File: src/rtl/hss_pkg.sv
// Shared constants, microcode field codes and interface structs of the hit sorter.
package hss_pkg;

  localparam int unsigned CAPACITY = 32;
  localparam int unsigned DATA_W   = 32;
  localparam int unsigned ENTRY_W  = 2 * DATA_W;

  // Step numbers of the microprogram
  localparam logic [2:0] ST_IDLE     = 3'd0;
  localparam logic [2:0] ST_MARK     = 3'd1;
  localparam logic [2:0] ST_LOAD_MIN = 3'd2;
  localparam logic [2:0] ST_SCAN     = 3'd3;
  localparam logic [2:0] ST_SWAP_A   = 3'd4;
  localparam logic [2:0] ST_SWAP_B   = 3'd5;
  localparam logic [2:0] ST_OUT_REQ  = 3'd6;
  localparam logic [2:0] ST_OUT_LOAD = 3'd7;

  // Memory read address source
  typedef enum logic [1:0] {
    RD_MARK = 2'd0,
    RD_IDX  = 2'd1,
    RD_OUT  = 2'd2
  } rd_sel_e;

  // Memory write source
  typedef enum logic [1:0] {
    WR_NONE = 2'd0,
    WR_LOAD = 2'd1,
    WR_MIN  = 2'd2,
    WR_MARK = 2'd3
  } wr_sel_e;

  // Jump conditions
  typedef enum logic [2:0] {
    C_NEVER     = 3'd0,
    C_ALWAYS    = 3'd1,
    C_EOE       = 3'd2,
    C_MARK_DONE = 3'd3,
    C_SCAN_DONE = 3'd4,
    C_OUT_FREE  = 3'd5,
    C_OUT_LAST  = 3'd6
  } cond_e;

  // Step counter action when no jump is taken
  typedef enum logic [1:0] {
    F_NEXT = 2'd0,
    F_HOLD = 2'd1,
    F_BACK = 2'd2
  } fall_e;

  // Datapath control, one set per step
  typedef struct packed {
    logic    in_en;
    rd_sel_e rd_sel;
    wr_sel_e wr_sel;
    logic    clr_ptrs;
    logic    set_idx;
    logic    ld_min;
    logic    scan_cmp;
    logic    inc_idx;
    logic    inc_mark;
    logic    out_load;
  } ctrl_t;

  // Full microcode word
  typedef struct packed {
    ctrl_t      ctrl;
    cond_e      cond;
    logic [2:0] target;
    fall_e      fall;
  } uword_t;

  // Datapath status for conditional jumps
  typedef struct packed {
    logic eoe_acc;
    logic mark_done;
    logic scan_done;
    logic out_free;
    logic out_last;
  } stat_t;

endpackage

File: src/rtl/hss_seq.sv
// Microcode sequencer: step counter, control ROM and conditional jumps.
module hss_seq (
  input  logic           clk_i,
  input  logic           rst_ni,
  input  hss_pkg::stat_t stat_i,
  output hss_pkg::ctrl_t ctrl_o
);

  logic [2:0]        step_q, step_d;
  hss_pkg::uword_t   uw;
  logic              taken;

  // Look up the control word of one step
  function automatic hss_pkg::uword_t ucode(logic [2:0] s);
    hss_pkg::uword_t w;
    w = '0;
    w.ctrl.rd_sel = hss_pkg::RD_MARK;
    w.ctrl.wr_sel = hss_pkg::WR_NONE;
    w.cond        = hss_pkg::C_NEVER;
    w.target      = hss_pkg::ST_IDLE;
    w.fall        = hss_pkg::F_NEXT;
    unique case (s)
      hss_pkg::ST_IDLE: begin
        w.ctrl.in_en    = 1'b1;
        w.ctrl.wr_sel   = hss_pkg::WR_LOAD;
        w.ctrl.clr_ptrs = 1'b1;
        w.cond          = hss_pkg::C_EOE;
        w.target        = hss_pkg::ST_MARK;
        w.fall          = hss_pkg::F_HOLD;
      end
      hss_pkg::ST_MARK: begin
        w.ctrl.rd_sel  = hss_pkg::RD_MARK;
        w.ctrl.set_idx = 1'b1;
        w.cond         = hss_pkg::C_MARK_DONE;
        w.target       = hss_pkg::ST_OUT_REQ;
      end
      hss_pkg::ST_LOAD_MIN: begin
        w.ctrl.rd_sel  = hss_pkg::RD_IDX;
        w.ctrl.ld_min  = 1'b1;
        w.ctrl.inc_idx = 1'b1;
      end
      hss_pkg::ST_SCAN: begin
        w.ctrl.rd_sel   = hss_pkg::RD_IDX;
        w.ctrl.scan_cmp = 1'b1;
        w.ctrl.inc_idx  = 1'b1;
        w.cond          = hss_pkg::C_SCAN_DONE;
        w.target        = hss_pkg::ST_SWAP_A;
        w.fall          = hss_pkg::F_HOLD;
      end
      hss_pkg::ST_SWAP_A: begin
        w.ctrl.wr_sel = hss_pkg::WR_MIN;
      end
      hss_pkg::ST_SWAP_B: begin
        w.ctrl.wr_sel   = hss_pkg::WR_MARK;
        w.ctrl.inc_mark = 1'b1;
        w.cond          = hss_pkg::C_ALWAYS;
        w.target        = hss_pkg::ST_MARK;
      end
      hss_pkg::ST_OUT_REQ: begin
        w.ctrl.rd_sel = hss_pkg::RD_OUT;
        w.cond        = hss_pkg::C_OUT_FREE;
        w.target      = hss_pkg::ST_OUT_LOAD;
        w.fall        = hss_pkg::F_HOLD;
      end
      hss_pkg::ST_OUT_LOAD: begin
        w.ctrl.out_load = 1'b1;
        w.cond          = hss_pkg::C_OUT_LAST;
        w.target        = hss_pkg::ST_IDLE;
        w.fall          = hss_pkg::F_BACK;
      end
      default: begin
        w.fall = hss_pkg::F_HOLD;
      end
    endcase
    return w;
  endfunction

  assign uw     = ucode(step_q);
  assign ctrl_o = uw.ctrl;

  // Evaluate the jump condition
  always_comb begin
    unique case (uw.cond)
      hss_pkg::C_NEVER:     taken = 1'b0;
      hss_pkg::C_ALWAYS:    taken = 1'b1;
      hss_pkg::C_EOE:       taken = stat_i.eoe_acc;
      hss_pkg::C_MARK_DONE: taken = stat_i.mark_done;
      hss_pkg::C_SCAN_DONE: taken = stat_i.scan_done;
      hss_pkg::C_OUT_FREE:  taken = stat_i.out_free;
      hss_pkg::C_OUT_LAST:  taken = stat_i.out_last;
      default:              taken = 1'b0;
    endcase
  end

  // Pick the next step
  always_comb begin
    if (taken) begin
      step_d = uw.target;
    end else begin
      case (uw.fall)
        hss_pkg::F_NEXT: step_d = step_q + 3'd1;
        hss_pkg::F_BACK: step_d = step_q - 3'd1;
        default:         step_d = step_q;
      endcase
    end
  end

  // Advance the step counter
  always_ff @(posedge clk_i or negedge rst_ni) begin
    if (!rst_ni) begin
      step_q <= hss_pkg::ST_IDLE;
    end else begin
      step_q <= step_d;
    end
  end

endmodule

File: src/rtl/hss_dp.sv
// Datapath: hit memory, pointers, running minimum and output register.
module hss_dp #(
  parameter int unsigned CAPACITY = hss_pkg::CAPACITY
) (
  input  logic                              clk_i,
  input  logic                              rst_ni,
  input  hss_pkg::ctrl_t                    ctrl_i,
  output hss_pkg::stat_t                    stat_o,
  input  logic                              in_valid_i,
  input  logic signed [hss_pkg::DATA_W-1:0] hit_time_i,
  input  logic signed [hss_pkg::DATA_W-1:0] hit_height_i,
  input  logic                              end_of_event_i,
  output logic                              out_valid_o,
  input  logic                              out_stall_i,
  output logic signed [hss_pkg::DATA_W-1:0] sorted_time_o,
  output logic signed [hss_pkg::DATA_W-1:0] sorted_height_o,
  output logic                              final_hit_o,
  output logic                              overflow_o
);

  localparam int unsigned CW = $clog2(CAPACITY + 1);
  localparam int unsigned AW = $clog2(CAPACITY);
  localparam int unsigned EW = hss_pkg::ENTRY_W;
  localparam int unsigned DW = hss_pkg::DATA_W;

  logic [EW-1:0] mem [CAPACITY];

  logic [CW-1:0] count_q, mark_q, idx_q, out_idx_q;
  logic          dropped_q, out_valid_q;
  logic [AW-1:0] low_q, rd_addr_q;
  logic [EW-1:0] min_q, mark_ent_q, rd_data_q;

  logic [AW-1:0] rd_addr, wr_addr;
  logic [EW-1:0] wr_data;
  logic          wr_en;
  logic          full, in_acc, out_last, scan_done, is_less;

  assign full      = (count_q == CW'(CAPACITY));
  assign in_acc    = in_valid_i & ctrl_i.in_en;
  assign out_last  = (CW'(out_idx_q + CW'(1)) == count_q);
  assign scan_done = (idx_q >= count_q);
  assign is_less   = $signed(rd_data_q[EW-1:DW]) < $signed(min_q[EW-1:DW]);

  // Status for the sequencer
  assign stat_o.eoe_acc   = in_acc & end_of_event_i;
  assign stat_o.mark_done = (CW'(mark_q + CW'(1)) >= count_q);
  assign stat_o.scan_done = scan_done;
  assign stat_o.out_free  = ~out_valid_q | ~out_stall_i;
  assign stat_o.out_last  = out_last;

  // Select the read address
  always_comb begin
    unique case (ctrl_i.rd_sel)
      hss_pkg::RD_MARK: rd_addr = mark_q[AW-1:0];
      hss_pkg::RD_IDX:  rd_addr = idx_q[AW-1:0];
      hss_pkg::RD_OUT:  rd_addr = out_idx_q[AW-1:0];
      default:          rd_addr = mark_q[AW-1:0];
    endcase
  end

  // Select the write port source
  always_comb begin
    unique case (ctrl_i.wr_sel)
      hss_pkg::WR_LOAD: begin
        wr_en   = in_acc & ~full;
        wr_addr = count_q[AW-1:0];
        wr_data = {hit_time_i, hit_height_i};
      end
      hss_pkg::WR_MIN: begin
        wr_en   = 1'b1;
        wr_addr = mark_q[AW-1:0];
        wr_data = min_q;
      end
      hss_pkg::WR_MARK: begin
        wr_en   = 1'b1;
        wr_addr = low_q;
        wr_data = mark_ent_q;
      end
      default: begin
        wr_en   = 1'b0;
        wr_addr = low_q;
        wr_data = mark_ent_q;
      end
    endcase
  end

  // Hit memory, one write and one registered read per cycle
  always_ff @(posedge clk_i) begin
    if (wr_en) begin
      mem[wr_addr] <= wr_data;
    end
    rd_data_q <= mem[rd_addr];
    rd_addr_q <= rd_addr;
  end

  // Track the running minimum of the scan
  always_ff @(posedge clk_i) begin
    if (ctrl_i.ld_min) begin
      min_q      <= rd_data_q;
      mark_ent_q <= rd_data_q;
      low_q      <= rd_addr_q;
    end else if (ctrl_i.scan_cmp && is_less) begin
      min_q <= rd_data_q;
      low_q <= rd_addr_q;
    end
  end

  // Fill count and drop flag
  always_ff @(posedge clk_i or negedge rst_ni) begin
    if (!rst_ni) begin
      count_q   <= '0;
      dropped_q <= 1'b0;
    end else if (ctrl_i.out_load && out_last) begin
      count_q   <= '0;
      dropped_q <= 1'b0;
    end else if (in_acc) begin
      if (full) begin
        dropped_q <= 1'b1;
      end else begin
        count_q <= CW'(count_q + CW'(1));
      end
    end
  end

  // Sort and output pointers
  always_ff @(posedge clk_i or negedge rst_ni) begin
    if (!rst_ni) begin
      mark_q    <= '0;
      idx_q     <= '0;
      out_idx_q <= '0;
    end else begin
      if (ctrl_i.clr_ptrs) begin
        mark_q    <= '0;
        out_idx_q <= '0;
      end else begin
        if (ctrl_i.inc_mark) begin
          mark_q <= CW'(mark_q + CW'(1));
        end
        if (ctrl_i.out_load) begin
          out_idx_q <= CW'(out_idx_q + CW'(1));
        end
      end
      if (ctrl_i.set_idx) begin
        idx_q <= CW'(mark_q + CW'(1));
      end else if (ctrl_i.inc_idx && !scan_done) begin
        idx_q <= CW'(idx_q + CW'(1));
      end
    end
  end

  // Output register valid
  always_ff @(posedge clk_i or negedge rst_ni) begin
    if (!rst_ni) begin
      out_valid_q <= 1'b0;
    end else if (ctrl_i.out_load) begin
      out_valid_q <= 1'b1;
    end else if (out_valid_q && !out_stall_i) begin
      out_valid_q <= 1'b0;
    end
  end

  // Output register payload
  always_ff @(posedge clk_i) begin
    if (ctrl_i.out_load) begin
      sorted_time_o   <= rd_data_q[EW-1:DW];
      sorted_height_o <= rd_data_q[DW-1:0];
      final_hit_o     <= out_last;
      overflow_o      <= dropped_q;
    end
  end

  assign out_valid_o = out_valid_q;

endmodule

File: src/rtl/hit_selection_sort_core.sv
// Top level of the hit selection sorter: microcode sequencer plus datapath.
//
//   channel   direction  handshake             payload
//   input     in         in_valid_i/in_stall_o  hit_time_i, hit_height_i, end_of_event_i
//   output    out        out_valid_o/out_stall_i sorted_time_o, sorted_height_o,
//                                                final_hit_o, overflow_o
//
// A hit without end of event is accepted and the input stays open for the next hit. An
// event is then sorted with one compare per cycle on the single memory read port, plus
// mark, minimum load and two swap writes for every position but the last, and one closing
// mark check; results are emitted with an output request step and a load step per hit.
// Reset clears the fill count, the pointers and the step counter; the memory is not cleared.
// Input is stalled from the end-of-event transaction until the final result is loaded.
// An output stall on a valid result holds the result register and holds the sequencer in its output request step.
module hit_selection_sort_core #(
  parameter int unsigned CAPACITY = hss_pkg::CAPACITY
) (
  input  logic                              clk_i,
  input  logic                              rst_ni,
  input  logic                              in_valid_i,
  output logic                              in_stall_o,
  input  logic signed [hss_pkg::DATA_W-1:0] hit_time_i,
  input  logic signed [hss_pkg::DATA_W-1:0] hit_height_i,
  input  logic                              end_of_event_i,
  output logic                              out_valid_o,
  input  logic                              out_stall_i,
  output logic signed [hss_pkg::DATA_W-1:0] sorted_time_o,
  output logic signed [hss_pkg::DATA_W-1:0] sorted_height_o,
  output logic                              final_hit_o,
  output logic                              overflow_o
);

  hss_pkg::ctrl_t ctrl;
  hss_pkg::stat_t stat;

  // Stall input outside the load step
  assign in_stall_o = ~ctrl.in_en;

  hss_seq u_seq (
    .clk_i  (clk_i),
    .rst_ni (rst_ni),
    .stat_i (stat),
    .ctrl_o (ctrl)
  );

  hss_dp #(
    .CAPACITY (CAPACITY)
  ) u_dp (
    .clk_i           (clk_i),
    .rst_ni          (rst_ni),
    .ctrl_i          (ctrl),
    .stat_o          (stat),
    .in_valid_i      (in_valid_i),
    .hit_time_i      (hit_time_i),
    .hit_height_i    (hit_height_i),
    .end_of_event_i  (end_of_event_i),
    .out_valid_o     (out_valid_o),
    .out_stall_i     (out_stall_i),
    .sorted_time_o   (sorted_time_o),
    .sorted_height_o (sorted_height_o),
    .final_hit_o     (final_hit_o),
    .overflow_o      (overflow_o)
  );

endmodule

File: config.mk
export PLATFORM = sky130hd
export DESIGN_NAME = hit_selection_sort_core
export DESIGN_NICKNAME = d
export VERILOG_FILES = /design/src/rtl/hss_pkg.sv /design/src/rtl/hss_seq.sv /design/src/rtl/hss_dp.sv /design/src/rtl/hit_selection_sort_core.sv
export SDC_FILE = /design/constraint.sdc
export NUM_CORES = 2
export LEC_CHECK = 0
export BUFFER_PORTS_ARGS = -buffer_cell sky130_fd_sc_hd__buf_2
export CAP_MARGIN = 20
export CORE_MARGIN = 4
export CORE_UTILIZATION = 33
export CTS_BUF_LIST = sky130_fd_sc_hd__clkbuf_16
export CTS_CLUSTER_SIZE = 16
export DETAILED_ROUTE_END_ITERATION = 6
export PLACE_DENSITY = 0.56
export SLEW_MARGIN = 10
export SYNTH_ARGS = -nofsm -noshare
export SYNTH_HDL_FRONTEND = slang
export SYNTH_SLANG_ARGS = --single-unit
File: constraint.sdc
create_clock -name clk_i -period 5.77 [get_ports clk_i]
set_input_delay 0 -clock clk_i [delete_from_list [all_inputs] [get_ports clk_i]]
set_output_delay 0 -clock clk_i [all_outputs]
set_load 0.05 [all_outputs]
==> impl_table.tex <==
\begin{tabular}{lr}
\hline
Metric & Value \\
\hline
\multicolumn{2}{l}{\textbf{Timing}} \\
\quad Setup skew after layout & 0.0754 ns \\
\quad TNS Setup & 0 ns \\
\quad Number of slew-limit violations in the final report & 0 \\
\quad Maximum clock rate & 0.207 GHz \\
\quad Final period demand of the worst path & 4.82 ns \\
\quad Unrepaired setup endpoints after global routing & false \\
\quad Remaining max-slew budget at the tightest pin & 19.8\% \\
\quad Final Hold Vio Count & 0 \\
\quad Final setup fails & 0 \\
\quad Actual slew at the worst max-slew pin & 1.20 ns \\
\quad Final clock period utilization by the worst path & 83.6\% \\
\multicolumn{2}{l}{\textbf{Clocking}} \\
\quad Post-CTS setup-driven buffer insertion count & 0 \\
\quad Clock H-tree levels & 4 \\
\quad Worst-case clock buffer depth & 3 \\
\quad CTS clk-pin slew, worst paths & 0.06 ns \\
\quad Number of buffers created by CTS & 231 \\
\quad Clock Sink Count & 2345 \\
\quad CTS tree & built \\
\quad Clock Tree Root & sky130\_fd\_sc\_hd\_\_clkbuf\_16 \\
\quad Clock latency reported for the late side of the worst-skew pair & 0.87 ns \\
\multicolumn{2}{l}{\textbf{Synth}} \\
\quad Sequential area share after synthesis & 77.0\% \\
\quad Synth top area share & 74.7\% \\
\quad Most frequent cell after synthesis & sky130\_fd\_sc\_hd\_\_edfxtp\_1 \\
\quad Share of synthesized registers carrying an async set or reset & 1.24\% \\
\quad Synth area leader & sky130\_fd\_sc\_hd\_\_edfxtp\_1 \\
\quad Number of flip-flops and latches in the synthesized netlist & 2345 \\
\quad Count of yosys warnings during synthesis & 0 \\
\quad Post-synthesis average cell area & 16.2 um\^{}2 \\
\quad Yosys cell types & 63 \\
\quad Dominant synthesized flop cell & sky130\_fd\_sc\_hd\_\_edfxtp\_1 \\
\quad Top cells by area in the synthesized netlist & sky130\_fd\_sc\_hd\_\_edfxtp\_1 75\%, sky130\_fd\_sc\_hd\_\_nand2\_1 4.4\%, sky130\_fd\_sc\_hd\_\_mux4\_2 4.3\% \\
\quad Post-Synthesis Net Count & 5718 \\
\quad Commonest cells post-synth & 2247 x sky130\_fd\_sc\_hd\_\_edfxtp\_1, 1048 x sky130\_fd\_sc\_hd\_\_nand2\_1, 435 x sky130\_fd\_sc\_hd\_\_nand3\_1 \\
\quad Post-synthesis cell count & 5592 \\
\quad Post-synthesis instance area & 90300 um\^{}2 \\
\quad Count of flip-flops with a built-in enable after synthesis & 2247 \\
\multicolumn{2}{l}{\textbf{Global route}} \\
\quad Global route overflow & 0 \\
\quad Number of global-route vias before repair & 50600 \\
\quad First-pass GRT wire length & 379 mm \\
\quad Total routing usage reported by global routing & 18.6\% \\
\quad Pin count of the biggest net entering global routing & 134 \\
\quad Number of antenna violations at the first check in global routing & 9 \\
\multicolumn{2}{l}{\textbf{Routing}} \\
\quad Total number of vias & 52100 \\
\quad Drt first pass iters & 7 \\
\quad Number of antenna-violating nets in the routed design & 0 \\
\quad Routed Wire Length & 268 mm \\
\quad Detailed Route Iter0 Violations & 6293 \\
\quad Wire length per cell after detailed routing & 27.8 um \\
\quad Remaining DRCs & 1 \\
\quad Detailed-route vias per instance & 5.39 \\
\multicolumn{2}{l}{\textbf{Critical path}} \\
\quad Max FO, Critical Path & 42 \\
\quad Worst setup path start & u\_seq.step\_q[0]\$\_DFFE\_PN0P\_ \\
\quad Launch instance of the worst register-to-register path & u\_seq.step\_q[0]\$\_DFFE\_PN0P\_ \\
\quad Data required time of the critical path & 6.24 ns \\
\quad Data arrival at the endpoint of the critical path & 5.29 ns \\
\quad Worst Setup End Kind & register \\
\quad Minimum setup slack among reg-to-reg paths & 0.95 ns \\
\quad Crit path launch type & register \\
\quad Crit Path Category & reg2reg \\
\multicolumn{2}{l}{\textbf{Pwr}} \\
\quad Leak Pwr & 30.9 nW \\
\quad Clk pwr share & 44.4\% \\
\quad Switch share & 19.9\% \\
\quad Internal power & 26.6 mW \\
\quad Total power & 33.2 mW \\
\quad Power per cell area & 317 nW/um\^{}2 \\
\quad Total net switching power & 6.60 mW \\
\quad VDD IR-drop max & 354 uV \\
\quad Combinational share of power & 0.3\% \\
\quad Part of the total power dissipated in sequential elements & 55.3\% \\
\multicolumn{2}{l}{\textbf{Floorplan}} \\
\quad Die boundary width & 531 um \\
\quad DIE AREA & 282000 um\^{}2 \\
\quad Die Y-Extent & 531 um \\
\quad Starting density of the core & 33.2\% \\
\quad Core Area & 272000 um\^{}2 \\
\quad Number of rows in the core area & 191 \\
\quad Count of pins on the block boundary & 137 \\
\multicolumn{2}{l}{\textbf{Flow run}} \\
\quad Max-cap violations & 0 \\
\multicolumn{2}{l}{\textbf{Hold path}} \\
\quad Worst hold start & hit\_time\_i[20] \\
\quad Hold crit path type & in2reg \\
\multicolumn{2}{l}{\textbf{Cells and area}} \\
\quad Synthesis-to-layout area growth & 15.9\% \\
\quad Fraction of final layout cells sized beyond drive strength 1 & 15.8\% \\
\quad Number of nets at the end of the flow & 6014 \\
\quad Utilization of the core after routing & 38.5\% \\
\quad Post-Layout Inst Area & 105000 um\^{}2 \\
\multicolumn{2}{l}{\textbf{Run status}} \\
\quad Status & complete, but fails checks \\
\quad Violated checks & design-rule violations \\
\multicolumn{2}{l}{\textbf{Place}} \\
\quad Standard cell area after detailed placement & 96600 um\^{}2 \\
\quad Count of input and output buffers & 136 \\
\quad Gp weighted congestion & 0.799 \\
\quad DP HPWL & 145 mm \\
\hline
\end{tabular}
## flip-flops by register name, summed over array words and instances (netlist names)
signal                count
u_dp.count_q              6
u_dp.overflow_o           1
u_dp.min_q               64
u_dp.idx_q                6
u_dp.mem               2048
u_dp.sorted_time_o       32
u_dp.rd_addr_q            5
u_dp.low_q                5
u_dp.mark_ent_q          64
u_seq.step_q              3
u_dp.rd_data_q           64
u_dp.mark_q               6
u_dp.out_valid_o          1
u_dp.out_idx_q            6
u_dp.sorted_height_o     32
u_dp.final_hit_o          1
u_dp.dropped_q            1
## metrics by stage
stage	hold WS, ns	std cells	worst slack (ns)
after floorplan	-0.296	5592	0.541
after detailed placement	0.106	9169	1.05
final	0.00205	9666	0.947
after global placement	0.0969	9162	1.10
after global routing	0.000900	9664	0.714
after CTS	0.000747	9655	1.03
## cell families after synthesis
| family | Yosys count | synth area share (%) |
|---|---|---|
| buffers and inverters | 384 | 2.08 |
| DFF | 2345 | 77.0 |
| AOI/OAI and AO/OA | 547 | 4.33 |
| muxes | 369 | 6.51 |
| adders and majority gates | 57 | 0.790 |
| and+or+nand+nor | 1858 | 8.95 |
| xor gates and xnor gates | 32 | 0.310 |
## power groups by stage
stage / logic [mW] / clock network [mW] / registers [mW]
2_1_floorplan: 0.0172 / 0 / 18.7
3_3_place_gp: 0.0808 / 0 / 18.7
3_5_place_dp: 0.0807 / 0 / 18.7
4_1_cts: 0.108 / 15.0 / 18.4
5_1_grt: 0.113 / 15.7 / 18.3
6_report: 0.106 / 14.7 / 18.4
## worst max-delay path, cell delays in order, from the launching register on
cell and delay (ns):
sky130_fd_sc_hd__dfrtp_1 0.41, sky130_fd_sc_hd__inv_1 0.20, sky130_fd_sc_hd__ha_4 0.69, sky130_fd_sc_hd__nor2b_1 0.21, sky130_fd_sc_hd__buf_4 0.21, sky130_fd_sc_hd__and3_1 0.33
sky130_fd_sc_hd__nand2b_1 0.31, sky130_fd_sc_hd__nor2b_1 0.23, sky130_fd_sc_hd__nand2b_1 0.47, sky130_fd_sc_hd__nor2_4 0.93, sky130_fd_sc_hd__buf_4 0.47
## cell type report
cell class,count,area (um^2)
Fill cell,24800,167000
Sequential cell,2345,69600
Multi-Input combinational cell,2863,19700
Clock buffer,232,5810
Tap cell,3570,4470
Timing Repair Buffer,392,3340
Clock inverter,207,1620
Inverter,55,231
Antenna cell,2,5.00
## timing repair
action                                  CTS  global route
endpoints found under the hold margin  1068            19
gates resized for setup                   0             0
hold buffers                             47             2
## per-layer routing
layer  track usage (%)  vias up  share of wire (%)
met3              2.95      411                7.5
met4              5.89        0                3.1
met1              25.7    27100                 42
li1                  -    22200                  -
met5                 0        -                  0
met2              30.1     2300                 47
## final timing paths
kind / end / cells after the start
min in group asynchronous: u_dp.idx_q[4]$_DFFE_PN0P_ / 4
max: u_dp.mem[0][2]$_DFFE_PP_ / 10
max in group asynchronous: u_seq.step_q[1]$_DFFE_PN0P_ / 4
min reg2reg: u_dp.low_q[1]$_DFFE_PP_ / 0
max reg2reg: u_dp.mem[0][2]$_DFFE_PP_ / 10
min: u_dp.mem[14][52]$_DFFE_PP_ / 3
## cell usage in the layout, fill, tap and decap left out, types with 29 or more instances in the layout
cell,count
sky130_fd_sc_hd__buf_4,151
sky130_fd_sc_hd__nand4_1,139
sky130_fd_sc_hd__buf_2,136
sky130_fd_sc_hd__nor2_1,114
sky130_fd_sc_hd__clkbuf_16,232
sky130_fd_sc_hd__a21oi_2,36
sky130_fd_sc_hd__a32oi_1,79
sky130_fd_sc_hd__dfrtp_1,29
sky130_fd_sc_hd__nand3_1,435
sky130_fd_sc_hd__mux4_2,174
sky130_fd_sc_hd__o221ai_1,36
sky130_fd_sc_hd__dfxtp_1,69
sky130_fd_sc_hd__a31oi_1,38
sky130_fd_sc_hd__dlygate4sd3_1,48
sky130_fd_sc_hd__ha_1,55
sky130_fd_sc_hd__nand2_1,1048
sky130_fd_sc_hd__clkinv_1,76
sky130_fd_sc_hd__edfxtp_1,2247
sky130_fd_sc_hd__and3_1,30
sky130_fd_sc_hd__mux2i_1,187
sky130_fd_sc_hd__nor2_4,43
sky130_fd_sc_hd__inv_1,95
sky130_fd_sc_hd__a21oi_1,51
sky130_fd_sc_hd__clkinv_2,38
sky130_fd_sc_hd__buf_12,43
sky130_fd_sc_hd__a22oi_1,139
sky130_fd_sc_hd__o21ai_0,31
(Power assumes the default switching activity.)
